**config.mk**
```make
export PLATFORM = sky130hd
export DESIGN_NAME = iblx_ctrl
export DESIGN_NICKNAME = d
export VERILOG_FILES = /design/src/sv/iblx_pkg.sv /design/src/sv/iblx_ctrl.sv
export SDC_FILE = /design/constraint.sdc
export NUM_CORES = 1
export LEC_CHECK = 0
export BUFFER_PORTS_ARGS = -buffer_cell sky130_fd_sc_hd__buf_2
export CORE_AREA = 2 2 39 41
export CTS_CLUSTER_SIZE = 30
export DETAILED_ROUTE_END_ITERATION = 6
export DIE_AREA = 0 0 41 43
export MAX_ROUTING_LAYER = met4
export PLACE_DENSITY = 0.3
export SLEW_MARGIN = 20
export SYNTH_ARGS = -nofsm -noshare
export SYNTH_HDL_FRONTEND = slang
export SYNTH_SLANG_ARGS = --single-unit
```
**constraint.sdc**
```tcl
create_clock -name clk_i -period 1.95 [get_ports clk_i]
set_clock_uncertainty 0.05 [all_clocks]
set_input_delay 0.195 -clock clk_i [delete_from_list [all_inputs] [get_ports clk_i]]
set_output_delay 0.195 -clock clk_i [all_outputs]
set_load 0.02 [all_outputs]
```
**src/sv/iblx_pkg.sv**
```systemverilog
`timescale 1ns / 1ps

package iblx_pkg;

  // command codes of a request
  localparam logic CMD_CHECK = 1'b0;
  localparam logic CMD_ADD   = 1'b1;

  // one request on the input channel
  typedef struct packed {
    logic        cmd;
    logic [63:0] addr_hi;
    logic [63:0] addr_lo;
    logic [31:0] now;
    logic [31:0] block_time;
  } in_req_t;

  // one result on the output channel
  typedef struct packed {
    logic drop;
    logic table_full;
  } out_rsp_t;

  // controller states
  typedef enum logic [1:0] {
    ST_CLEAR,
    ST_IDLE,
    ST_EVAL
  } state_e;

  // controller to datapath
  typedef struct packed {
    logic clr_we;   // write one cleared row of the sweep
    logic rd_en;    // request accepted: capture it and read its bucket
    logic eval;     // evaluate the bucket, update it, load the result
  } dp_cmd_t;

  // datapath to controller
  typedef struct packed {
    logic clr_last;  // sweep is at its last row
    logic out_busy;  // result register full and held by the receiver
  } dp_sts_t;

endpackage

```
**src/sv/iblx_ctrl.sv**
```systemverilog
`timescale 1ns / 1ps

module iblx_ctrl import iblx_pkg::*; (
  input  logic    clk_i,
  input  logic    rst_ni,
  input  logic    in_valid_i,
  output logic    in_stall_o,
  input  dp_sts_t dp_sts_i,
  output dp_cmd_t dp_cmd_o
);

  state_e state_q, state_d;

  // state register
  always_ff @(posedge clk_i or negedge rst_ni) begin
    if (!rst_ni) begin
      state_q <= ST_CLEAR;
    end else begin
      state_q <= state_d;
    end
  end

  // next state and commands
  always_comb begin
    state_d    = state_q;
    dp_cmd_o   = '0;
    in_stall_o = 1'b1;
    unique case (state_q)
      ST_CLEAR: begin
        dp_cmd_o.clr_we = 1'b1;
        if (dp_sts_i.clr_last) begin
          state_d = ST_IDLE;
        end
      end
      ST_IDLE: begin
        in_stall_o = 1'b0;
        if (in_valid_i) begin
          dp_cmd_o.rd_en = 1'b1;
          state_d        = ST_EVAL;
        end
      end
      ST_EVAL: begin
        // wait while the previous result is still held
        if (!dp_sts_i.out_busy) begin
          dp_cmd_o.eval = 1'b1;
          state_d       = ST_IDLE;
        end
      end
      default: begin
        state_d = ST_CLEAR;
      end
    endcase
  end

endmodule

```
==> results.ini <==
[global_route]
grt_pass1_wl_um=483
grt_max_degree=8
antenna_found_initial=0
grt_use_total=0.0483
first_global_vias=122
grt_overflow_total=0

[critical_path]
slowest_delay_ns=0.41
cp.arrival_ns=1.12
cp_data_required_time_ns=1.70
path_max_fanout=7
crit_chain=nor2b_1 -> nor2b_1 -> buf_2
cpMostUsedCell=nor2b_1
r2r_setup_slack_ns=0.92
startpoint_type=register
critPathBufInv=1
slowest_stage=dfrtp_1
crit_family=flip-flops
endpoint_kind=output pin
critical_path_class=reg2out
path_depth=3
rr_worst_depth=2

[clocking]
cts_buffers=3
root_buffer=clkbuf_4
cts_tree=yes
clk-insertion-delay-late_ns=0.22
clock_sinks=2
cts_resized=0
post_cts_buffers=0
clock_path_buffers=2
clk_pin_slew_worst_paths_ns=0.03
htree_levels=1

[synthesis]
yosys-top-cells-count=3 x nor2b_1, 2 x dfrtp_1
synth_top_area_share=0.444
synth.most_common_cell=nor2b_1
synth_edf_count=0
synth_warnings=0
synth_area_per_cell_um2=9.38
ys_ff_latch=2
seq_area_frac_synth=0.444
synthesis.nets=17
yosysUniqueCellTypes=9
async_flop_share=1.00
synth_area_um2=113
synth_top_area_cell=dfrtp_1
netlist_instances=12
synth.area.top_cells=dfrtp_1 44%, nor2b_1 17%, and3b_1 7.8%
ys.flop_type=dfrtp_1

[floorplan]
die_w_um=41
die_area_um2=1760
floorplan.initialDensity=0.0814
die_h_um=43
ios=9
rows=14
core_area_um2=1380

[timing]
worst_pin_slew_ns=0.195
fin_crit_ns=1.37
finalSetupViolCount=0
final_hold_viol_count=0
rsz0062_at_grt=false
fmax_mhz=731
setup_tns_ns=0
finalCritPeriodShare=0.701
hold-worst-slack_ns=0.191
final_max_slew_viol_count=0
relSlewSlack=0.870

[cells_and_area]
drive_gt1_frac=0.458
top_regs=state_q (2)
nets=31
largest_reg_flops=2
diodes=0
multi_input_area_um2=62.6
fillers=158
area_delta_synth_final_pct=82.2
regMostFlops=state_q
seqCellArea_um2=50.0

[detailed_routing]
drtAntennaViolNets=0
drt_wl_total_um=313
routedWlPerCell_um=7.83
vias=129
drc=0
first_pass_iters=1
via_per_inst=3.23
drt_iter0_drc=0

[placed_design]
routabilityCongestion=0.480
port_buffers=8

[power]
total_power_mw=0.332
vdd_drop_max_mv=0.445
power.leakage_nw=0.101
power.density_nw_per_um2=1620

[status]
status=finished clean

[flow_run]
maxCapViolCount=0

[worst_hold_path]
holdCritPathClass=in2reg
whs_path_depth=3

## repair_timing
| item | CTS | global route |
|---|---|---|
| endpoints found under the setup margin | 0 | 0 |
| endpoints found under the hold margin | 2 | 0 |
| hold buffers | 1 | 0 |
## layer usage
layer | GRT usage | wire length [um] | vias to the layer above
met5 | - | 0 | -
met4 | 0.0600 | 0 | 0
met3 | 0.0314 | 59 | 0
met2 | 0.0469 | 99 | 9
met1 | 0.0545 | 155 | 54
li1 | - | - | 66
## stage by stage
step / util / cells / worst slack, ns / instance area (um2)
after floorplan: - / 12 / 0.813 / 113
after global placement: 0.125 / 36 / 0.845 / 173
after detailed placement: 0.125 / 36 / 0.807 / 173
after CTS: 0.148 / 40 / 0.563 / 205
after global routing: 0.148 / 40 / 0.501 / 205
final: 0.148 / 40 / 0.582 / 205
## cells in the final DEF (no fill, tap or decap), drive strengths merged
| master | synthesis | final |
|---|---|---|
| o21ai | 1 | 1 |
| and3b | 1 | 1 |
| dlygate4sd3 | 0 | 1 |
| buf | 0 | 8 |
| nand2b | 1 | 1 |
| nor2 | 1 | 1 |
| o21bai | 1 | 1 |
| nand2 | 1 | 1 |
| clkbuf | 0 | 3 |
| nor2b | 3 | 3 |
| dfrtp | 2 | 2 |
| o31a | 1 | 1 |
## final cells by class
cell class / count / share of cell area
Tap cell: 16 / 0.0976
Timing Repair Buffer: 9 / 0.244
Multi-Input combinational cell: 10 / 0.305
Clock buffer: 3 / 0.110
Sequential cell: 2 / 0.244
## worst min-delay path: cells and delay by family
family,cells,cell delay [ns]
compound gates,1,0.06
buf+inv,1,0.11
simple gates,1,0.06
## cell families (layout without fill, tap and decap cells)
family | Yosys count | count (layout) | share of synthesized area
buffers and inverters | 0 | 12 | 0
AO/OA/AOI/OAI | 3 | 3 | 0.189
flip-flops | 2 | 2 | 0.444
AND/OR/NAND/NOR | 7 | 7 | 0.367
## final timing paths
check,from,endpoint
min,dp_sts_i[0],state_q[1]
min reg2reg,state_q[0],state_q[1]
min in group asynchronous,rst_ni,state_q[1]
max in group asynchronous,rst_ni,state_q[0]
max reg2reg,state_q[1],state_q[0]
max,state_q[1],dp_cmd_o[0]
## power breakdown
group	switching (mW)	internal, mW	total [mW]
sequential	0.0316	0.0621	0.0937
clock	0.0225	0.0678	0.0903
combinational	0.0831	0.0651	0.148
Note: power is estimated with default switching activity, not from simulation.
